===== config.mk =====
export PLATFORM = sky130hd
export DESIGN_NAME = sm3_front
export DESIGN_NICKNAME = d
export VERILOG_FILES = /design/src/hdl/sm3_pkg.sv /design/src/hdl/sm3_front.sv
export SDC_FILE = /design/constraint.sdc
export NUM_CORES = 2
export LEC_CHECK = 0
export CORE_MARGIN = 3
export CORE_UTILIZATION = 35
export DETAILED_ROUTE_END_ITERATION = 16
export DONT_BUFFER_PORTS = 1
export MAX_ROUTING_LAYER = met4
export SLEW_MARGIN = 30
export SYNTH_ARGS = -nofsm -noshare
export SYNTH_HDL_FRONTEND = slang
export SYNTH_SLANG_ARGS = --single-unit

===== constraint.sdc =====
create_clock -name clock -period 79.7 [get_ports clock]
set_input_delay 3.985 -clock clock [delete_from_list [all_inputs] [get_ports clock]]
set_output_delay 3.985 -clock clock [all_outputs]
set_load 0.005 [all_outputs]

===== src/hdl/sm3_pkg.sv =====
// SM3 hash engine shared types, constants and round functions.
`timescale 1ns / 1ps
package sm3_pkg;

   localparam logic [31:0] IV0 = 32'h7380166F;
   localparam logic [31:0] IV1 = 32'h4914B2B9;
   localparam logic [31:0] IV2 = 32'h172442D7;
   localparam logic [31:0] IV3 = 32'hDA8A0600;
   localparam logic [31:0] IV4 = 32'hA96F30BC;
   localparam logic [31:0] IV5 = 32'h163138AA;
   localparam logic [31:0] IV6 = 32'hE38DEE4D;
   localparam logic [31:0] IV7 = 32'hB0FB0E4E;
   localparam logic [31:0] T_LOW = 32'h79CC4519;
   localparam logic [31:0] T_HIGH = 32'h7A879D8A;
   localparam logic [7:0] PAD_BYTE = 8'h80;
   localparam int QUEUE_DEPTH = 4;

   // Block handed from front to back: 16 message words, final flag.
   typedef struct packed {
      logic [511:0] block;
      logic         final_block;
   } blk_type;

   typedef enum logic [1:0] {
      ST_IDLE,
      ST_ROUND,
      ST_FOLD,
      ST_EMIT
   } bstate_type;

   typedef enum logic [1:0] {
      FS_FILL,
      FS_PAD_ZERO,
      FS_PAD_LEN
   } fstate_type;

   function automatic logic [31:0] rol(input logic [31:0] x, input logic [4:0] n);
      logic [63:0] d;
      begin
         d = {x, x} << n;
         rol = d[63:32];
      end
   endfunction

   function automatic logic [31:0] p0(input logic [31:0] x);
      p0 = x ^ rol(x, 5'd9) ^ rol(x, 5'd17);
   endfunction

   function automatic logic [31:0] p1(input logic [31:0] x);
      p1 = x ^ rol(x, 5'd15) ^ rol(x, 5'd23);
   endfunction

endpackage


===== src/hdl/sm3_front.sv =====
// SM3 front end: gathers bytes into blocks, pads the final block, counts length.
`timescale 1ns / 1ps
module sm3_front import sm3_pkg::*; (
   input  logic         clock,
   input  logic         reset,
   input  logic         req_tvalid,
   output logic         req_tready,
   input  logic [7:0]   req_tdata,
   input  logic [1:0]   req_tuser,
   output logic         blk_valid,
   input  logic         blk_ready,
   output blk_type      blk_data
);

   fstate_type   state_ff, state_in;
   logic [511:0] buf_ff, buf_in;
   logic [5:0]   fill_ff, fill_in;
   logic [63:0]  count_ff, count_in;
   logic         has_byte, is_last;
   logic         out_valid_ff, out_valid_in;
   blk_type      out_ff, out_in;
   logic         take;
   logic [63:0]  bits;

   assign has_byte = req_tuser[0];
   assign is_last = req_tuser[1];
   assign req_tready = (state_ff == FS_FILL) && !out_valid_ff;
   assign take = req_tvalid && req_tready;
   assign blk_valid = out_valid_ff;
   assign blk_data = out_ff;
   assign bits = {count_ff[60:0], 3'b000};

   always_comb begin
      logic [511:0] b;
      logic [6:0]   pos;
      b = buf_ff;
      pos = {1'b0, fill_ff};
      state_in = state_ff;
      fill_in = fill_ff;
      count_in = count_ff;
      out_valid_in = out_valid_ff && !blk_ready;
      out_in = out_ff;
      case (state_ff)
         FS_FILL: begin
            if (take) begin
               if (has_byte) begin
                  b[511 - 8*fill_ff -: 8] = req_tdata;
                  count_in = count_ff + 64'd1;
                  pos = pos + 7'd1;
               end
               if (is_last) begin
                  if (pos == 7'd64) begin
                     out_valid_in = 1'b1;
                     out_in = '{block: b, final_block: 1'b0};
                     pos = 7'd0;
                  end
                  b[511 - 8*pos[5:0] -: 8] = PAD_BYTE;
                  for (int i = 0; i < 64; i++)
                     if (i > pos) b[511 - 8*i -: 8] = 8'h00;
                  fill_in = 6'd0;
                  state_in = (pos >= 7'd56) ? FS_PAD_ZERO : FS_PAD_LEN;
               end else if (pos == 7'd64) begin
                  out_valid_in = 1'b1;
                  out_in = '{block: b, final_block: 1'b0};
                  fill_in = 6'd0;
               end else begin
                  fill_in = pos[5:0];
               end
            end
         end
         FS_PAD_ZERO: begin
            if (!out_valid_ff || blk_ready) begin
               out_valid_in = 1'b1;
               out_in = '{block: b, final_block: 1'b0};
               b = '0;
               state_in = FS_PAD_LEN;
            end
         end
         FS_PAD_LEN: begin
            if (!out_valid_ff || blk_ready) begin
               out_valid_in = 1'b1;
               out_in = '{block: {b[511:64], bits}, final_block: 1'b1};
               count_in = 64'd0;
               state_in = FS_FILL;
            end
         end
         default: state_in = FS_FILL;
      endcase
      buf_in = b;
   end

   always_ff @(posedge clock) begin
      if (reset) begin
         state_ff <= FS_FILL;
         fill_ff <= 6'd0;
         count_ff <= 64'd0;
         out_valid_ff <= 1'b0;
      end else begin
         state_ff <= state_in;
         fill_ff <= fill_in;
         count_ff <= count_in;
         out_valid_ff <= out_valid_in;
      end
      buf_ff <= buf_in;
      out_ff <= out_in;
   end

endmodule


# Word-level counts from Yosys, hierarchy flattened
# Cells that the tools add are included.
[op_classes]
n_eq_ne = 9
n_reduce_logical = 16
muxes = 100
shift = 4
magnitude_cmp = 64
n_addsub = 6
[ops]
columns = ["cell", "count"]
rows = [
  ["two-way mux 512 bit", 6],
  ["two-way mux 513 bit", 4],
  ["one-hot mux 513 bit (3 select lines)", 1],
  ["variable shift 8 x 34 -> 519 bit, first input constant", 2],
  ["bitwise mux 512 bit", 2],
  ["one-hot mux 512 bit (2 select lines)", 1],
  ["variable part select 8 x 34 -> 519 bit", 1],
  ["variable part select 8 x 34 -> 519 bit, first input constant", 1],
  ["two-way mux 8 bit", 63],
  ["greater-than comparator 6 x 7 -> 1 bit, first input constant", 32],
  ["two-way mux 64 bit", 3],
  ["one-hot mux 64 bit (2 select lines)", 1],
  ["greater-than comparator 5 x 7 -> 1 bit, first input constant", 16],
  ["negator 32 -> 34 bit", 2],
  ["adder 64 x 1 -> 64 bit, second input constant", 1],
  ["greater-than comparator 4 x 7 -> 1 bit, first input constant", 8],
  ["two-way mux 7 bit", 7],
  ["greater-than comparator 3 x 7 -> 1 bit, first input constant", 4],
  ["subtractor 9 x 9 -> 10 bit, first input constant", 2],
  ["greater-than comparator 2 x 7 -> 1 bit, first input constant", 2],
  ["two-way mux 6 bit", 2],
  ["two-way mux 2 bit", 5],
  ["inequality test 2 bit, second input constant", 5],
  ["AND reduction 4 bit", 2],
  ["20 further kinds", 26],
]
[word_totals]
elab_cells = 206
output_inout_bits = 515
inputBits = 14
ff_bits = 1098

# Longest topological paths before layout
[logic_depth]
depth_word = 18
mapped_depth = 14
depth_no_buf = 7

# Least setup slack after synthesis
# Ideal clock, no wire load.
[synth_path]
path_kind = "input port to flip-flop"
startpoint = "in req_tuser[0]"
endpoint = "reg out_ff, in the netlist blk_data[0], enable pin"
slack_ns = 34.169
n_path_buf = 3
t_arrival_ns = 43.329
path_stages = 7
required_ns = 77.498
setup_ns = 2.202
cell_sequence = "buf_2 -> nand4_1 -> xor2_1 -> clkbuf_1 -> buf_2 -> nand3_1 -> a221oi_1"
[synth_between]
elab_chain_cells = 6
[synth_rtl]
columns = ["element", "line_no", "text"]
rows = [
  ["from (decl)", "sm3_front.sv:9", "input logic [1:0] req_tuser,"],
  ["two-way mux 7 bit", "sm3_front.sv:46", "if (has_byte) begin"],
  ["two-way mux 7 bit", "sm3_front.sv:45", "if (take) begin"],
  ["two-way mux 7 bit", "sm3_front.sv:43", "case (state_ff)"],
  ["== test 7 bit", "sm3_front.sv:52, sm3_front.sv:62", ""],
  ["inequality test 2 x 1 -> 1 bit (no source line)", "--", ""],
  ["AND reduction 5 bit (no source line)", "--", ""],
  ["to (signal assigned)", "sm3_front.sv:105", "out_ff <= out_in;"],
  ["to (decl)", "sm3_front.sv:21", "blk_type out_ff, out_in;"],
]
# No other way between the ends. The select of a mux whose other input is x is not followed.
# A chain may end at the register's enable or synchronous reset.

# Final worst setup path
[layout_path]
startpoint = "in req_tuser[0]"
endpoint = "reg out_ff, in the netlist blk_data[205], enable pin"
# Same word-level chain as after synthesis.

==> results.json <==
{
  "start_util_pct": 35.34,
  "critPathCaptureType": "flop",
  "min_period_over_period_pct": 9.365,
  "synthArstFlopShare_pct": 0,
  "antenna_found_initial": 21,
  "crit_top_cell": "buf_4",
  "cts_setup_buffers": 0,
  "dpl-instance-area_um2": 53820,
  "clock_skew_ns": 0.06357,
  "report.final.slew_viol_count": 0,
  "worst_pin_slew_ns": 1.037,
  "worstPathMaxFanout": 83,
  "cp_slowest_cell": "buf_4",
  "drc": 0,
  "cts_made_buffers": 115,
  "synthFlopType": "edfxtp_1",
  "vias": 38460,
  "htreeDepth": 3,
  "place.gp.congestion": 0.9564,
  "io_buffers": 0,
  "multi_input_area_um2": 18450,
  "max_stage_delay_ns": 0.78,
  "path_clk_slew_ns": 0.06,
  "cts_hold_buf": 0,
  "core_area_um2": 146100,
  "rsz0062_at_grt": "no",
  "synth-edff-count": 1025,
  "synth_area_leaders": "edfxtp_1, mux2i_1, o21ai_0",
  "crit_arrival_ns": 7.81,
  "required_ns": 80.04,
  "ir_drop_mv": 0.01866,
  "fin_area_um2": 57870,
  "clkSinkCount": 1095,
  "synth_area_um2": 51630,
  "synth.avg_cell_area_um2": 11.51,
  "die_width_um": 390.1,
  "gr-total-overflow": 0,
  "cts_tree": "done",
  "via_per_inst": 5.998,
  "ctsResizeCount": 0,
  "cts_root_buf": "clkbuf_16",
  "clk_latency_ns": 0.77,
  "routed_wl_um": 197200,
  "chipHeight_um": 390.1,
  "synth.most_common_cell": "edfxtp_1",
  "antenna_left": 0,
  "holdCritPathClass": "flop to flop",
  "hold_viol": 0,
  "cts_buffer_depth": 3,
  "setup_viol": 0,
  "wire_per_inst_um": 30.75,
  "path_cells": "or4_1, nand2_1, nand3_1, a221oi_4, buf_4, buf_4, buf_6",
  "yosysWarnings": 0,
  "slew_headroom_pct": 30.12,
  "drive_above_1_share_pct": 9.409,
  "netlist.area_leader.share_pct": 59.62,
  "grt_pass1_vias": 35410,
  "period_needed_ns": 7.464,
  "syn_nets": 4510,
  "synth_top_cell_by_area": "edfxtp_1",
  "nets": 4413,
  "drt-initial-drc-count": 5405,
  "yosysSeqAreaShare_pct": 62.33,
  "cap_violations": 0,
  "ys_types": 81,
  "power_density_nw_per_um2": 29.04,
  "start_kind": "input pin",
  "fmax_mhz": 134.0,
  "hpwl_um": 135100,
  "fill_cells": 13930,
  "synth.top_cells.by_count": "edfxtp_1, nand2_1, o21ai_0",
  "finalPower_mw": 1.681,
  "grt_usage_pct": 25.76,
  "p_leak_nw": 17.77,
  "syn-instance-count": 4485,
  "die-area_um2": 152200,
  "synth-seq-cells": 1095,
  "crit_type": "input pin to flop",
  "grt_max_degree": 217,
  "dr.pass1.iters": 6,
  "area_growth_pct": 12.09,
  "regArea_um2": 32190,
  "setup_tns_ns": 0,
  "row_count": 140,
  "status": "completed",
  "grt_pass1_wl_um": 273900,
  "io_pins": 529
}
## worst max-delay path, delay by kind of cell
| kind | cells | cell delay [ns] |
|---|---|---|
| buffers and inverters | 3 | 2.04 |
| AND/OR/NAND/NOR | 3 | 1.22 |
| AO/OA/AOI/OAI | 1 | 0.32 |
## state kept, by name, indices dropped and copies added (netlist names)
| name | count |
|---|---|
| blk_data | 513 |
| blk_valid | 1 |
| buf_ff | 512 |
| count_ff | 61 |
| fill_ff | 6 |
| state_ff | 2 |
## through the flow
stage / utilization [%] / hold WS (ns) / worst slack, ns / instances
finish: 39.61 / 0.4915 / 72.24 / 6413
global route: 39.61 / 0.5149 / 72.06 / 6411
CTS: 39.51 / 0.4928 / 72.08 / 6399
detailed placement: 36.84 / 0.4828 / 71.28 / 6185
global placement: 36.69 / 0.4741 / 71.44 / 6179
floorplan: - / 0.4582 / 34.17 / 4485
## area by class of cell
cell class | count | share of cell area (%)
timing repair buffer | 89 | 1.457
tap | 1917 | 4.145
clock buffer | 135 | 5.265
inverter | 17 | 0.1124
sequential | 1095 | 55.62
antenna | 11 | 0.04757
multi-input combinational | 3070 | 31.88
clock inverter | 79 | 1.468
## metal layers
| layer | up-vias | share of wire, % | GRT usage, % | routed length [um] |
|---|---|---|---|---|
| met5 | - | 0 | - | 0 |
| met4 | 0 | 4.2 | 9.946 | 8303 |
| met3 | 325 | 12 | 8.012 | 23270 |
| met2 | 2131 | 45 | 38.09 | 88090 |
| met1 | 19290 | 39 | 33.08 | 77550 |
| li1 | 16720 | - | - | - |
## logic make-up after synthesis
group,share of synthesized area [%]
AOI/OAI and AO/OA,11.00
xor gates and xnor gates,0.4193
adders and majority gates,0.2666
buffers and inverters,2.554
DFF,62.33
muxes,8.325
and+or+nand+nor,15.10
## final timing paths
kind / start / end / slack [ns] / depth (start not counted)
worst min-delay path: count_ff[60] / count_ff[60] / 0.49 / 2
worst min register to register: count_ff[60] / count_ff[60] / 0.49 / 2
worst max-delay path: req_tuser[0] / blk_data[205] / 72.24 / 7
worst max register to register: fill_ff[0] / blk_data[205] / 73.38 / 9
## where the power goes
group	switching (mW)	leakage (nW)	total [mW]	internal, mW
clock	0.237	1.87	0.560	0.322
sequential	0.0618	10.5	0.852	0.791
combinational	0.203	5.43	0.269	0.0657
## placed cells by master, fill, tap and decap left out, types with 12 or more instances in the layout
cell type / synthesis / final
and3b_1: 12 / 12
nor2_2: 36 / 46
o31ai_1: 17 / 17
o21ai_0: 503 / 499
clkinv_1: 2 / 23
mux2i_1: 399 / 398
a21oi_1: 222 / 220
nor3b_1: 21 / 13
buf_4: 13 / 71
clkbuf_16: 0 / 118
clkbuf_1: 230 / 14
edfxtp_1: 1025 / 1025
o21a_1: 14 / 14
or2_2: 12 / 12
nor2_1: 379 / 369
xor2_1: 13 / 13
o211ai_1: 20 / 20
and3_1: 27 / 27
a211oi_1: 28 / 27
nor3_1: 256 / 254
clkinv_2: 0 / 21
nor4_1: 69 / 68
mux2_2: 27 / 27
nor2b_1: 16 / 16
nand3_1: 56 / 56
nand4_1: 34 / 34
or3_1: 25 / 25
a221oi_1: 66 / 65
and2_1: 58 / 57
nand3b_1: 21 / 21
clkinvlp_4: 0 / 15
inv_1: 14 / 13
bufinv_16: 0 / 15
dfxtp_1: 70 / 66
nand2_1: 550 / 548
or4_1: 16 / 16
No activity file was read; power rests on OpenSTA's default activity.
