===== config.mk =====
export PLATFORM = sky130hd
export DESIGN_NAME = sm3_core
export DESIGN_NICKNAME = d
export VERILOG_FILES = /design/src/hdl/sm3_pkg.sv /design/src/hdl/sm3_core.sv
export SDC_FILE = /design/constraint.sdc
export NUM_CORES = 2
export LEC_CHECK = 0
export ABC_CLOCK_PERIOD_IN_PS = 51500
export BUFFER_PORTS_ARGS = -buffer_cell sky130_fd_sc_hd__buf_4
export CORE_ASPECT_RATIO = 1.75
export CORE_UTILIZATION = 57
export CTS_CLUSTER_DIAMETER = 150
export DETAILED_ROUTE_END_ITERATION = 10
export GPL_TIMING_DRIVEN = 1
export PLACE_DENSITY = 0.88
export SLEW_MARGIN = 40
export SYNTH_ARGS = -nofsm -noshare
export SYNTH_HDL_FRONTEND = slang
export SYNTH_SLANG_ARGS = --single-unit

===== constraint.sdc =====
create_clock -name clock -period 51.5 [get_ports clock]
set_input_delay 10.3 -clock clock [delete_from_list [all_inputs] [get_ports clock]]
set_output_delay 10.3 -clock clock [all_outputs]
set_load 0.02 [all_outputs]

===== src/hdl/sm3_pkg.sv =====
// SM3 hash engine shared types, constants and round functions.
`timescale 1ns / 1ps
package sm3_pkg;

   localparam logic [31:0] IV0 = 32'h7380166F;
   localparam logic [31:0] IV1 = 32'h4914B2B9;
   localparam logic [31:0] IV2 = 32'h172442D7;
   localparam logic [31:0] IV3 = 32'hDA8A0600;
   localparam logic [31:0] IV4 = 32'hA96F30BC;
   localparam logic [31:0] IV5 = 32'h163138AA;
   localparam logic [31:0] IV6 = 32'hE38DEE4D;
   localparam logic [31:0] IV7 = 32'hB0FB0E4E;
   localparam logic [31:0] T_LOW = 32'h79CC4519;
   localparam logic [31:0] T_HIGH = 32'h7A879D8A;
   localparam logic [7:0] PAD_BYTE = 8'h80;
   localparam int QUEUE_DEPTH = 4;

   // Block handed from front to back: 16 message words, final flag.
   typedef struct packed {
      logic [511:0] block;
      logic         final_block;
   } blk_type;

   typedef enum logic [1:0] {
      ST_IDLE,
      ST_ROUND,
      ST_FOLD,
      ST_EMIT
   } bstate_type;

   typedef enum logic [1:0] {
      FS_FILL,
      FS_PAD_ZERO,
      FS_PAD_LEN
   } fstate_type;

   function automatic logic [31:0] rol(input logic [31:0] x, input logic [4:0] n);
      logic [63:0] d;
      begin
         d = {x, x} << n;
         rol = d[63:32];
      end
   endfunction

   function automatic logic [31:0] p0(input logic [31:0] x);
      p0 = x ^ rol(x, 5'd9) ^ rol(x, 5'd17);
   endfunction

   function automatic logic [31:0] p1(input logic [31:0] x);
      p1 = x ^ rol(x, 5'd15) ^ rol(x, 5'd23);
   endfunction

endpackage


===== src/hdl/sm3_core.sv =====
// SM3 compression core: one round per cycle, digest output after a final block.
`timescale 1ns / 1ps
module sm3_core import sm3_pkg::*; (
   input  logic         clock,
   input  logic         reset,
   input  logic         blk_valid,
   output logic         blk_ready,
   input  blk_type      blk_data,
   output logic         rsp_tvalid,
   input  logic         rsp_tready,
   output logic [31:0]  rsp_tdata,
   output logic [2:0]   rsp_tuser,
   output logic         rsp_tlast
);

   bstate_type    state_ff, state_in;
   logic [31:0]   v_ff [8];
   logic [31:0]   r_ff [8];
   logic [31:0]   r_in [8];
   logic [31:0]   w_ff [16];
   logic [31:0]   w_in [16];
   logic [5:0]    rnd_ff, rnd_in;
   logic [2:0]    idx_ff, idx_in;
   logic          fin_ff;
   logic          load, fold, emit_done;
   logic [31:0]   a12, ss1, ss2, ffv, ggv, tt1, tt2, tc, wnew;
   logic          early;

   always_comb begin
      state_in = state_ff;
      case (state_ff)
         ST_IDLE:  if (blk_valid) state_in = ST_ROUND;
         ST_ROUND: if (rnd_ff == 6'd63) state_in = ST_FOLD;
         ST_FOLD:  state_in = fin_ff ? ST_EMIT : ST_IDLE;
         ST_EMIT:  if (emit_done) state_in = ST_IDLE;
         default:  state_in = ST_IDLE;
      endcase
   end

   always_comb begin
      blk_ready = state_ff == ST_IDLE;
      load = blk_valid && blk_ready;
      fold = state_ff == ST_FOLD;
      rsp_tvalid = state_ff == ST_EMIT;
      emit_done = rsp_tvalid && rsp_tready && idx_ff == 3'd7;
      rsp_tdata = v_ff[idx_ff];
      rsp_tuser = idx_ff;
      rsp_tlast = idx_ff == 3'd7;
   end

   always_comb begin
      early = rnd_ff < 6'd16;
      tc = early ? T_LOW : T_HIGH;
      a12 = rol(r_ff[0], 5'd12);
      ss1 = rol(a12 + r_ff[4] + rol(tc, rnd_ff[4:0]), 5'd7);
      ss2 = ss1 ^ a12;
      ffv = early ? (r_ff[0] ^ r_ff[1] ^ r_ff[2])
                  : ((r_ff[0] & r_ff[1]) | (r_ff[0] & r_ff[2]) | (r_ff[1] & r_ff[2]));
      ggv = early ? (r_ff[4] ^ r_ff[5] ^ r_ff[6])
                  : ((r_ff[4] & r_ff[5]) | (~r_ff[4] & r_ff[6]));
      tt1 = ffv + r_ff[3] + ss2 + (w_ff[0] ^ w_ff[4]);
      tt2 = ggv + r_ff[7] + ss1 + w_ff[0];
      wnew = p1(w_ff[0] ^ w_ff[7] ^ rol(w_ff[13], 5'd15)) ^ rol(w_ff[3], 5'd7) ^ w_ff[10];
      for (int i = 0; i < 15; i++) w_in[i] = w_ff[i+1];
      w_in[15] = wnew;
      r_in[0] = tt1;
      r_in[1] = r_ff[0];
      r_in[2] = rol(r_ff[1], 5'd9);
      r_in[3] = r_ff[2];
      r_in[4] = p0(tt2);
      r_in[5] = r_ff[4];
      r_in[6] = rol(r_ff[5], 5'd19);
      r_in[7] = r_ff[6];
      rnd_in = (state_ff == ST_ROUND) ? rnd_ff + 6'd1 : 6'd0;
      idx_in = idx_ff;
      if (rsp_tvalid && rsp_tready) idx_in = idx_ff + 3'd1;
   end

   always_ff @(posedge clock) begin
      if (reset) begin
         state_ff <= ST_IDLE;
         rnd_ff <= 6'd0;
         idx_ff <= 3'd0;
         v_ff[0] <= IV0; v_ff[1] <= IV1; v_ff[2] <= IV2; v_ff[3] <= IV3;
         v_ff[4] <= IV4; v_ff[5] <= IV5; v_ff[6] <= IV6; v_ff[7] <= IV7;
      end else begin
         state_ff <= state_in;
         rnd_ff <= rnd_in;
         idx_ff <= idx_in;
         if (fold) begin
            for (int i = 0; i < 8; i++) v_ff[i] <= v_ff[i] ^ r_ff[i];
         end else if (emit_done) begin
            v_ff[0] <= IV0; v_ff[1] <= IV1; v_ff[2] <= IV2; v_ff[3] <= IV3;
            v_ff[4] <= IV4; v_ff[5] <= IV5; v_ff[6] <= IV6; v_ff[7] <= IV7;
         end
      end
      if (load) begin
         fin_ff <= blk_data.final_block;
         for (int i = 0; i < 16; i++) w_ff[i] <= blk_data.block[511 - 32*i -: 32];
         for (int i = 0; i < 8; i++) r_ff[i] <= v_ff[i];
      end else if (state_ff == ST_ROUND) begin
         w_ff <= w_in;
         r_ff <= r_in;
      end
   end

endmodule


## Yosys cells after proc, flatten, opt, wreduce, memory -nomap -nowiden

Memory sizes are Yosys's and may differ from the RTL's. A register that Yosys moved wholly into a read port is not among the register bits.
Cells that the tools add are included.

- Memory bits (writable): 256
- Input bits: 517
- Register bits after elaboration: 780
- Memories: 1

- Reduce and logical (&&, ||, !) cells: 7
- Add/subtract/negate cells: 10
- Equal/unequal tests: 8
- Muxes and demuxes: 39
- Magnitude comparators: 1
- Bitwise gates (word level): 48
- Shift-type cells: 1

Memories:

| name | depth | width | rd ports | clocked after memory_dff | write ports | RTL line | text |
|---|---|---|---|---|---|---|---|
| v_ff | 8 | 32 | 9 | 1 | 8 | sm3_core.sv:17 | `logic [31:0] v_ff [8];` |

Operators with widths:

| kind | number |
|---|---|
| two-way mux 512 bit | 2 |
| bitwise XOR 32 bit | 22 |
| two-way mux 32 bit | 18 |
| two-way mux 256 bit | 2 |
| adder 32 bit | 8 |
| bitwise AND 32 bit | 5 |
| bitwise OR 32 bit | 3 |
| << shifter 63 x 5 -> 64 bit | 1 |
| NOT 32 bit | 1 |
| two-way mux 26 bit | 1 |
| bitwise OR 1 bit | 16 |
| two-way mux 1 bit | 9 |
| two-way mux 2 bit | 4 |
| case mux 2 bit (4 select lines) | 1 |
| adder 6 x 1 -> 6 bit, second input constant | 1 |
| == test 6 bit, second input constant | 1 |
| less-than comparator 6 x 5 -> 1 bit, second input constant | 1 |
| two-way mux 3 bit | 2 |
| == test 2 bit, second input constant | 2 |
| != test 2 bit, second input constant | 2 |
| adder 3 x 1 -> 3 bit, second input constant | 1 |
| == test 3 bit, second input constant | 1 |
| logical AND 1 bit | 3 |
| AND reduction 3 bit | 1 |
| 6 further kinds | 6 |

## Depth between registers and ports, before layout

- Word-level depth: 11
- Depth in mapped cells: 42

## Worst setup path after synthesis

Ideal clock, no wire load.

- Path type: input to register
- From: input blk_valid
- To: register r_ff, in the netlist a12[0], enable pin
- Stages on the path: 2
- Setup slack: 7.491 ns
- Arrival time: 42.091 ns
- Setup time: 1.918 ns
- Required time: 49.582 ns
- Path through: nor2_1 nor2_1

- Cells in the longest elaborated chain, start to end: 2

Ends and longest elaborated chain:

| item | RTL line | text |
|---|---|---|
| start, declared | sm3_core.sv:6 | `input logic blk_valid,` |
| logical AND 1 bit | sm3_core.sv:42 | `load = blk_valid && blk_ready;` |
| nonzero test 2 bit (no source line) | - |  |
| end signal, assigned | sm3_core.sv:103 | `r_ff <= r_in;` |
| end, declared | sm3_core.sv:18 | `logic [31:0] r_ff [8];` |

No other way between the ends.
A chain may end at the register's enable or synchronous reset.

==> run summary <==
status: finished with violations
violations in the final reports: DRC
final-report hold violation count: 0
number of global-route vias before repair: 48.4k
Num CTS Buffers: 93
Antenna Violating Nets Remaining: 0
post-synth cell types: 75
number of violations of the max-capacitance limit: 0
maximum clock skew at final layout: 38.6 ps
Crit Path Max Fanout: 39
kind of path behind the tightest hold check: reg -> reg
max-slew headroom at the worst pin: 0.360
Max Root-Sink Buffers: 3
Cells after DPL: 7748
Post-synth top flop: sky130_fd_sc_hd__edfxtp_1
Worst EP arrival: 3440 ps
Final Instance Count excl. Fillers: 7937
most frequent cells after synthesis: sky130_fd_sc_hd__nand2_1, sky130_fd_sc_hd__edfxtp_1, sky130_fd_sc_hd__xnor2_1
layout cells sized above 1: 0.143
async set-reset flop share out of synthesis: 0
DRC marker count from the first detailed-route iteration: 7167
number of instances in the synthesized netlist: 6086
setup repair after global routing missed its margin: false
Yosys top cell by area: sky130_fd_sc_hd__edfxtp_1
portion of the post-synthesis area used by sequential elements: 0.499
die width: 247 um
routed vias: 50.3k
number of nets in the layout: 7310
final wirelength: 236 mm
initial core utilization: 0.576
met3 global-route usage: 0.147
Post-Synthesis Mean Instance Area: 9.80 sq um
number of antenna violations at the first check in global routing: 18
total global-route track usage: 0.451
estimated wirelength of the detail-placed design: 174 mm
DRC viols: 1
layout overhead on the synthesized area: 14.7%
global routing's busiest layer: met2
sort of element at the end of the critical path: primary output
Post CTS Setup Buffer Count: 0
cts-stage hold buffer count: 0
Final Setup Violations: 0
global placement routability congestion: 1.14
number of ports placed on the die boundary: 555
main area contributors after synthesis: sky130_fd_sc_hd__edfxtp_1, sky130_fd_sc_hd__nand2_1, sky130_fd_sc_hd__xnor2_1, sky130_fd_sc_hd__fa_1, sky130_fd_sc_hd__dfxtp_1
average wire length per cell after detail routing: 29.8 um
Syn Nets: 6892
required arrival time at the worst endpoint: 41200 ps
synthesized flop and latch total: 1039
share of the synthesized area in the top cell type: 0.452
die span in y: 430 um
clock period minus final worst setup slack: 13740 ps
pin count of the biggest net entering global routing: 121
most used standard cell by instance count after synthesis: sky130_fd_sc_hd__nand2_1
startpoint-to-endpoint class of the critical path: reg -> out
clock tree from TritonCTS: done
first drt pass iteration count: 11
Sinks on Clock Net: 1039
area of the mapped netlist: 59600 sq um
Sum Neg Setup Slack: 0 ps
Final Core Density: 0.661
worst slew pin tran: 954 ps
full die area: 106000 sq um
met1 global-route usage: 0.453
Port Buf Inserts: 554
insertion delay of the later-clocked pin in the worst-skew pair: 760 ps
met2 track demand over resource: 0.681
wire length of the first global-routing pass: 333 mm
post-route clock period utilization: 0.267
top achievable clock speed: 72.8 MHz
number of synthesized flops with an enable pin: 897
detailed-route vias per instance: 6.33
Remaining Overflow, GRT: 0
placeable core region: 103000 sq um
clock slew at the register clock pins of the worst setup and hold paths: 70 ps
maximum level of the CTS H-tree: 3
root buf cell: sky130_fd_sc_hd__clkbuf_16
final slew viol count: 0
synthesis warning total: 0
number of rows in the core area: 156
number of cells upsized or downsized after cts: 0
Worst setup SP type: flop
[layout make-up]
class                      count  area (sq um)
timing repair buffer         613          4750
tap                         1343          1680
clock buffer                 114          2560
clock inverter                59           578
inverter                     209           795
antenna                       12          30.0
fill                        7791         35000
sequential                  1039         29800
multi-input combinational   4548         28200
[final timing paths]
path / startpoint / to / slack (ps) / cells after the start
max: flop / rsp_tdata[20] / 37760 / 4
min: w_ff[32] / w_ff[64] / 510 / 2
max reg2reg: rnd_ff[4] / r_ff[110] / 39010 / 35
min reg2reg: w_ff[32] / w_ff[64] / 510 / 2
[worst max-delay path, stage by stage (launching register included)]
cell                      delay (ps)
sky130_fd_sc_hd__dfxtp_4         760
sky130_fd_sc_hd__buf_4           770
sky130_fd_sc_hd__mux4_2          530
sky130_fd_sc_hd__mux2_2          360
sky130_fd_sc_hd__buf_4           170
[per-layer routing]
layer  vias to the layer above  share of wire
li1                      21100              -
met3                      1266           0.12
met4                         6           0.15
met2                      4127           0.45
met1                     23700           0.28
met5                         -        0.00014
[layout by cell type, fill, tap and decap left out, types with 48 or more instances in the layout]
master                      instances
sky130_fd_sc_hd__and3_1            77
sky130_fd_sc_hd__edfxtp_1         897
sky130_fd_sc_hd__clkbuf_16         99
sky130_fd_sc_hd__a21o_1            51
sky130_fd_sc_hd__a21oi_1          231
sky130_fd_sc_hd__mux4_2            64
sky130_fd_sc_hd__mux2_2            50
sky130_fd_sc_hd__buf_4            590
sky130_fd_sc_hd__nor2_1           276
sky130_fd_sc_hd__o21ai_0          196
sky130_fd_sc_hd__dfxtp_1          140
sky130_fd_sc_hd__nor3_1            48
sky130_fd_sc_hd__nand2_1         2298
sky130_fd_sc_hd__fa_1             188
sky130_fd_sc_hd__ha_1             101
sky130_fd_sc_hd__xnor2_1          434
sky130_fd_sc_hd__inv_1            205
sky130_fd_sc_hd__xor2_1           156
[cell families after synthesis]
family,Yosys count,synth area share
AOI/OAI and AO/OA,686,0.0677
xor gates and xnor gates,612,0.0914
adders and majority gates,289,0.0843
buffers and inverters,499,0.0314
DFF,1039,0.499
muxes,160,0.0413
and+or+nand+nor,2801,0.185
[stage by stage]
step	area [sq um]	setup WS (ps)	hold WS (ps)
2_1_floorplan	59600	7490	491
4_1_cts	68200	37820	501
6_report	68400	37760	506
5_1_grt	68400	37750	525
3_3_place_gp	64900	36690	494
3_5_place_dp	65000	37110	497
[state kept, by name (all words and copies together) (netlist names), named ones only]
name       count
rsp_tuser      3
state_ff       2
v_ff         256
r_ff         224
rnd_ff         6
w_ff         512
fin_ff         1
a12           32
Power is not shown: default switching activity piles up to over one toggle a cycle in this logic, so the estimate is an artifact.
