## src/hdl/sm3_pkg.sv

```systemverilog
// SM3 hash engine shared types, constants and round functions.
`timescale 1ns / 1ps
package sm3_pkg;

   localparam logic [31:0] IV0 = 32'h7380166F;
   localparam logic [31:0] IV1 = 32'h4914B2B9;
   localparam logic [31:0] IV2 = 32'h172442D7;
   localparam logic [31:0] IV3 = 32'hDA8A0600;
   localparam logic [31:0] IV4 = 32'hA96F30BC;
   localparam logic [31:0] IV5 = 32'h163138AA;
   localparam logic [31:0] IV6 = 32'hE38DEE4D;
   localparam logic [31:0] IV7 = 32'hB0FB0E4E;
   localparam logic [31:0] T_LOW = 32'h79CC4519;
   localparam logic [31:0] T_HIGH = 32'h7A879D8A;
   localparam logic [7:0] PAD_BYTE = 8'h80;
   localparam int QUEUE_DEPTH = 4;

   // Block handed from front to back: 16 message words, final flag.
   typedef struct packed {
      logic [511:0] block;
      logic         final_block;
   } blk_type;

   typedef enum logic [1:0] {
      ST_IDLE,
      ST_ROUND,
      ST_FOLD,
      ST_EMIT
   } bstate_type;

   typedef enum logic [1:0] {
      FS_FILL,
      FS_PAD_ZERO,
      FS_PAD_LEN
   } fstate_type;

   function automatic logic [31:0] rol(input logic [31:0] x, input logic [4:0] n);
      logic [63:0] d;
      begin
         d = {x, x} << n;
         rol = d[63:32];
      end
   endfunction

   function automatic logic [31:0] p0(input logic [31:0] x);
      p0 = x ^ rol(x, 5'd9) ^ rol(x, 5'd17);
   endfunction

   function automatic logic [31:0] p1(input logic [31:0] x);
      p1 = x ^ rol(x, 5'd15) ^ rol(x, 5'd23);
   endfunction

endpackage

```

## src/hdl/sm3_queue.sv

```systemverilog
// Short FIFO of blocks between the front end and the compression core.
`timescale 1ns / 1ps
module sm3_queue import sm3_pkg::*; (
   input  logic    clock,
   input  logic    reset,
   input  logic    in_valid,
   output logic    in_ready,
   input  blk_type in_data,
   output logic    out_valid,
   input  logic    out_ready,
   output blk_type out_data
);

   localparam int AW = $clog2(QUEUE_DEPTH);
   blk_type        mem_ff [QUEUE_DEPTH];
   logic [AW-1:0]  wr_ff, wr_in, rd_ff, rd_in;
   logic [AW:0]    cnt_ff, cnt_in;
   logic           push, pop;

   assign in_ready = cnt_ff != (AW+1)'(QUEUE_DEPTH);
   assign out_valid = cnt_ff != '0;
   assign out_data = mem_ff[rd_ff];
   assign push = in_valid && in_ready;
   assign pop = out_valid && out_ready;

   always_comb begin
      wr_in = push ? wr_ff + 1'b1 : wr_ff;
      rd_in = pop ? rd_ff + 1'b1 : rd_ff;
      cnt_in = cnt_ff + (AW+1)'(push) - (AW+1)'(pop);
   end

   always_ff @(posedge clock) begin
      if (reset) begin
         wr_ff <= '0;
         rd_ff <= '0;
         cnt_ff <= '0;
      end else begin
         wr_ff <= wr_in;
         rd_ff <= rd_in;
         cnt_ff <= cnt_in;
      end
      if (push) mem_ff[wr_ff] <= in_data;
   end

endmodule

```

## config.mk

```make
export PLATFORM = sky130hd
export DESIGN_NAME = sm3_queue
export DESIGN_NICKNAME = d
export VERILOG_FILES = /design/src/hdl/sm3_pkg.sv /design/src/hdl/sm3_queue.sv
export SDC_FILE = /design/constraint.sdc
export NUM_CORES = 1
export LEC_CHECK = 0
export ABC_AREA = 1
export CAP_MARGIN = 10
export CORE_MARGIN = 10
export CORE_UTILIZATION = 40
export DETAILED_ROUTE_END_ITERATION = 10
export DONT_BUFFER_PORTS = 1
export PLACE_DENSITY = 0.58
export SKIP_LAST_GASP = 1
export SYNTH_ARGS = -nofsm -noshare
export SYNTH_HDL_FRONTEND = slang
export SYNTH_SLANG_ARGS = --single-unit
```

## constraint.sdc

```tcl
create_clock -name clock -period 50.6 [get_ports clock]
set_input_delay 7.59 -clock clock [delete_from_list [all_inputs] [get_ports clock]]
set_output_delay 7.59 -clock clock [all_outputs]
set_load 0.01 [all_outputs]
```

### Yosys cells after proc, flatten, opt, wreduce, memory -nomap -nowiden

Memories as Yosys holds them, arrays and structs flattened. A register that Yosys moved wholly into a read port is not among the register bits.
Cells that the tools add are included.

| cells by class | value |
|---|---|
| reductions and logical operators | 3 |
| add/subtract/negate cells | 4 |
| equality and inequality tests | 1 |
| muxes and demuxes | 4 |

Operator list:

| cell | number |
|---|---|
| adder 2 x 1 -> 2 bit (second input constant) | 2 |
| two-way mux 2 bit | 2 |
| adder 3 x 1 -> 3 bit | 1 |
| inequality test 3 bit (second input constant) | 1 |
| nonzero test 3 bit | 1 |
| subtractor 3 x 1 -> 3 bit | 1 |
| logical AND 1 bit | 2 |
| two-way mux 1 bit | 2 |

| storage, ports and cells | value |
|---|---|
| memories kept | 1 |
| register bits | 7 |
| bits in writable memories | 2052 |
| word-level logic and storage cells | 16 |

Memories:

| name | words | bits a word | read ports | clocked after memory_dff | wr ports | RTL line | RTL |
|---|---|---|---|---|---|---|---|
| mem_ff | 4 | 513 | 1 | 1 | 1 | sm3_queue.sv:15 | `blk_type mem_ff [QUEUE_DEPTH];` |

### Depth between registers and ports, before layout

Gate-level depths: netlist of the first run.

| depth | value |
|---|---|
| depth after elaboration | 4 |
| mapped depth | 10 |
| depth with buffers taken out | 10 |

### Worst setup path after synthesis of the first run

No wires, ideal clock.

| path | value |
|---|---|
| path kind | input port to flip-flop |
| start point | input in_valid |
| end point | memory mem_ff[0][0] in the netlist's numbering (enable) |
| arrival time | 28922 ps |
| path slack | 20274 ps |
| cell stages on the path | 2 |
| buffers on the path | 0 |
| cells stage by stage | nand2_1 nor2_1 |

| between the ends | value |
|---|---|
| word-level cells in the longest chain between the ends | 3 |

RTL lines:

| element | RTL line | RTL |
|---|---|---|
| start: declaration | sm3_queue.sv:6 | `input logic in_valid,` |
| logical AND 1 bit | sm3_queue.sv:23 | `assign push = in_valid && in_ready;` |
| two-way mux 1 bit | sm3_queue.sv:42 | `if (push) mem_ff[wr_ff] <= in_data;` |
| two-way mux 1 bit (not written as such) | sm3_queue.sv:42 |  |
| end: declaration | sm3_queue.sv:15 |  |

No other way between the ends.

==> results.cfg, run 1 <==
[clocking]
postCtsSetupBuffers = 0
cts_buffers = 205
hold_buffers = 0
clkLatencyLatePin_ps = 840
cts_buffer_depth = 3
clock-sinks = 2061
clk_pin_slew_ps = 60
cts_tree = yes
h-tree-depth = 4
post_cts_resized = 0
root_buffer = clkbuf_16

[layout]
instances_no_fill = 7664
area_delta_synth_final_pct = 11.1
design_area_mm2 = 0.0865
final_core_util_pct = 44.8
layout-drive-gt1-share_pct = 14.3
nNetsFinal = 5481
final_common_cell = edfxtp_1
layout_common_cells = edfxtp_1, o21ai_0, nor2_1

[drt]
viasPerCell = 5.50
route.detailed.drc = 0
wl_per_cell_um = 27.1
num_vias = 42200
ant_nets = 0
dr.first_iter.drc_count = 3621
drt_first_pass_iters = 7
wirelength_mm = 208

[yosys]
yosys.area.top_type = edfxtp_1
yosys_register_bits = 2061
postSynthAreaPerCell_um2 = 15.5
yosysWarnings = 0
synth_edf_count = 2052
synthDistinctLibCells = 22
synthTopCellsByArea = edfxtp_1, o21ai_0, nor2_1, o22ai_2, o22ai_1
synth-seq-area-share_pct = 79.4
async_flop_share_pct = 0
synthesis.area_mm2 = 0.0779
syn-instance-count = 5024
synth_nets = 5548
synthFlopType = edfxtp_1
yosys.area.top_type_share_pct = 79.1

[sta]
period_minus_slack_ps = 14130
setup_tns_ps = 0
hold_violations = 0
relSlewSlack_pct = 19.1
period_share_pct = 27.9
clock_skew_ps = 64.2
slew_viol_final = 0
setup_slack_ps = 36470
clock.fmax_mhz = 70.8
setup_viol = 0
rsz0062_at_grt = no
worst_pin_slew_ps = 1210

[power_and_ir_drop]
leakagePower_nw = 27.1
peakVddDrop_uv = 36.5
sequentialPowerShare_pct = 46.9
power_density_mw_per_mm2 = 52.2
switching_share_pct = 31.1
p_int_w = 0.00311
combPwrFrac_pct = 20.4
p_sw_w = 0.00140
p_clk_share_pct = 32.7

[global_routing]
grt-ovfl-total = 0
grt_max_degree = 294
antenna_found_initial = 6
track_usage_pct = 18.6
grt_pass1_vias = 40000
grt_first_pass_wirelength_mm = 294

[status]
outcome = finished clean

[min_path]
hold_class = reg2reg

[floorplan]
design.core.area_mm2 = 0.193
die_w_um = 461
die_h_um = 461
ios = 1032
initial_core_util_pct = 40.3
dieArea_mm2 = 0.213
rows = 161

[critical_path]
crit_path_max_fanout = 185
reg2reg_setup_slack_ps = 45000
critical_path_class = reg2out
critPathLaunchType = flip-flop
required_ps = 43010
endpoint_kind = output pin
worst-endpoint-arrival_ps = 6540

[placement]
place_inst = 7276
postPlaceCellArea_mm2 = 0.0799
port_buffers = 0
globalplace.congestion = 0.821
hpwl_mm = 132
pre_cts_ws_ps = 37400

[run]
drv_cap = 0
-- sequential cells by signal (all words and copies together), names as in the netlist, named ones only --
signal,cells
cnt_ff,3
rd_ff,2
mem_ff,2052
wr_ff,2
-- critical path: stages, from the launching register on --
cell,delay (ps)
dfxtp_4,850
buf_4,630
buf_4,730
buf_4,890
buf_4,800
buf_12,550
o21ai_0,240
o22ai_1,600
-- per-layer routing --
layer | track usage (%) | up-vias | share of wire, %
li1 | - | 19000 | -
met1 | 21.4 | 21400 | 36
met2 | 30.3 | 1492 | 48
met3 | 9.44 | 269 | 12
met4 | 5.86 | 2 | 3.1
met5 | 0 | - | 0.0062
-- synth_stat cells (3+ instances only) --
library cell,n
edfxtp_1,2052
o21ai_0,1027
nor2_1,839
o22ai_1,313
clkbuf_1,209
nor2_2,200
o22ai_2,200
buf_2,98
buf_12,22
inv_1,14
nand2_1,12
dfxtp_1,9
buf_4,8
ha_1,6
a21oi_1,4
nand3_1,3
-- power by group through the flow --
stage	Clock [W]	Sequential (W)	Combinational, W
floorplan	0	0.00231	0.000638
global placement	0	0.00215	0.000926
detailed placement	0	0.00216	0.000936
CTS	0.00151	0.00212	0.000936
global route	0.00158	0.00213	0.000993
finish	0.00147	0.00212	0.000922
-- path summary, 6_finish.rpt --
check,from,endpoint,cells past startpoint
worst max-delay path,flip-flop,out_data[267],7
worst min-delay path,rd_ff[0],rd_ff[0],2
worst max register to register,cnt_ff[1],mem_ff[0][304],9
worst min register to register,rd_ff[0],rd_ff[0],2
-- area by class of cell --
class / count / area [um2]
fillers: 16700 / 106000
flip-flops and latches: 2061 / 61800
multi-input cells: 2607 / 14200
clock buffers: 256 / 5340
well taps: 2526 / 3160
clock inverters: 116 / 1220
repair buffers: 66 / 596
inverters: 16 / 93.8
diodes: 16 / 40.0
-- cell families (layout without fill, tap and decap cells) --
| family | count (synthesis) | count (layout) | share of synthesized area, % |
|---|---|---|---|
| simple gates | 1054 | 1054 | 5.73 |
| compound gates | 1546 | 1546 | 12.4 |
| fa+ha+maj | 7 | 7 | 0.122 |
| flops | 2061 | 2061 | 79.4 |
| buf+inv | 356 | 454 | 2.41 |
| other cells | 0 | 16 | 0 |
-- metrics by stage --
stage / hold WS, ps / power [W]
4_1_cts: 486 / 0.00456
3_3_place_gp: 464 / 0.00308
2_1_floorplan: 448 / 0.00295
3_5_place_dp: 468 / 0.00309
5_1_grt: 547 / 0.00470
6_report: 482 / 0.00452
(Power assumes the default switching activity.)
==> inputs of run 2 (changes only) <==
clock period = 14.5 ns   (was 50.6 ns; I/O delays follow)
==> run 2 against run 1 <==
Against the previous run: final cell count shrank 0.18%; die area is the same; routed wire length shrank 0.39%; non-clock buffer count shrank 4.
==> results.cfg, run 2 (synthesized netlist as in run 1, its figures left out) <==
[status]
outcome = finished clean

[sta]
rsz0062_at_grt = no
period_minus_slack_ps = 7170
setup_tns_ps = 0
setup_viol = 0
hold_violations = 0
clock_skew_ps = 41.2
period_share_pct = 49.4
worst_pin_slew_ps = 1170
slew_viol_final = 0
relSlewSlack_pct = 21.8
clock.fmax_mhz = 139

[power_and_ir_drop]
p_int_w = 0.0109
power_density_mw_per_mm2 = 182
combPwrFrac_pct = 20.5
leakagePower_nw = 27.2
peakVddDrop_uv = 132
p_clk_share_pct = 32.7
sequentialPowerShare_pct = 46.8
p_sw_w = 0.00492
switching_share_pct = 31.2

[drt]
dr.first_iter.drc_count = 3678
viasPerCell = 5.50
route.detailed.drc = 0
num_vias = 42100
wirelength_mm = 207
drt_first_pass_iters = 5
wl_per_cell_um = 27.1
ant_nets = 0

[placement]
port_buffers = 0
globalplace.congestion = 0.815
postPlaceCellArea_mm2 = 0.0799
hpwl_mm = 129

[clocking]
root_buffer = clkbuf_16
post_cts_resized = 0
hold_buffers = 0
clk_pin_slew_ps = 60
h-tree-depth = 4
cts_tree = yes
clkLatencyLatePin_ps = 830
postCtsSetupBuffers = 0
clock-sinks = 2061
cts_buffer_depth = 3
cts_buffers = 205

[floorplan]
initial_core_util_pct = 40.3
rows = 161
dieArea_mm2 = 0.213
ios = 1032
die_w_um = 461
die_h_um = 461
design.core.area_mm2 = 0.193

[global_routing]
grt-ovfl-total = 0
grt_pass1_vias = 40100
grt_max_degree = 289
track_usage_pct = 18.5
antenna_found_initial = 1
grt_first_pass_wirelength_mm = 294

[layout]
top_register = mem_ff
nNetsFinal = 5477
layout_common_cells = edfxtp_1, o21ai_0, nor2_1
final_core_util_pct = 44.8
design_area_mm2 = 0.0865
final_common_cell = edfxtp_1
area_delta_synth_final_pct = 11.1
layout-drive-gt1-share_pct = 14.7
largestRegisters = mem_ff x2052, cnt_ff x3
largest_reg_flops = 2052

[critical_path]
endpoint = out_data[348]
reg2reg_setup_slack_ps = 9970
r2r_cells = 7
reg2reg_to = mem_ff[2][317]
required_ps = 12320
reg2reg_from = cnt_ff[1]
critical_path_class = reg2out
endpoint_kind = output pin
worst-endpoint-arrival_ps = 4990
crit_path_max_fanout = 176
critPathLaunchType = flip-flop

[min_path]
hold_class = reg2reg

[run]
drv_cap = 0
-- run 2: how the worst min path moves through the flow --
stage / startpoint / endpoint / slack, ps / depth (start not counted)
global placement: rd_ff[0] / rd_ff[0] / 460 / 2
floorplan: rd_ff[0] / flip-flop / 450 / 2
detailed placement: rd_ff[0] / flip-flop / 480 / 2
finish: rd_ff[0] / rd_ff[0] / 490 / 2
global route: rd_ff[0] / rd_ff[0] / 560 / 2
CTS: rd_ff[0] / flip-flop / 500 / 2
-- run 2: layout make-up --
type / count / area (um2)
antenna: 4 / 10.0
clock buffer: 248 / 5330
clock inverter: 126 / 1260
fill: 16600 / 106000
inverter: 16 / 93.8
multi-input combinational: 2607 / 14200
sequential: 2061 / 61800
tap: 2526 / 3160
timing repair buffer: 62 / 666
-- run 2: worst max-delay path, cell delays in order, from the launching register on --
cell	delay, ps
dfxtp_4	580
buf_12	560
buf_4	530
buf_4	820
buf_4	690
o21ai_0	230
o22ai_2	360
-- run 2: power groups by stage --
| stage | Sequential [W] | Combinational (W) | Clock [W] |
|---|---|---|---|
| 2_1_floorplan | 0.00781 | 0.00223 | 0 |
| 3_3_place_gp | 0.00750 | 0.00327 | 0 |
| 3_5_place_dp | 0.00751 | 0.00330 | 0 |
| 4_1_cts | 0.00739 | 0.00330 | 0.00528 |
| 5_1_grt | 0.00743 | 0.00349 | 0.00552 |
| 6_report | 0.00739 | 0.00324 | 0.00516 |
-- run 2: layer usage --
metal | up-vias | GRT usage, % | part of all wire (%)
met5 | - | 0 | 0
met4 | 0 | 6.96 | 4.1
met3 | 323 | 8.97 | 12
met2 | 1505 | 29.4 | 47
met1 | 21300 | 21.8 | 37
li1 | 19000 | - | -
-- run 2: stage by stage --
step	total power, W	std cells	setup slack, ps	hold slack, ps
6_report	0.0158	7650	7330	490
5_1_grt	0.0164	7650	7030	555
4_1_cts	0.0160	7646	7230	498
3_5_place_dp	0.0108	7272	8160	481
3_3_place_gp	0.0108	7272	8200	460
2_1_floorplan	0.0100	5024	-1740	448
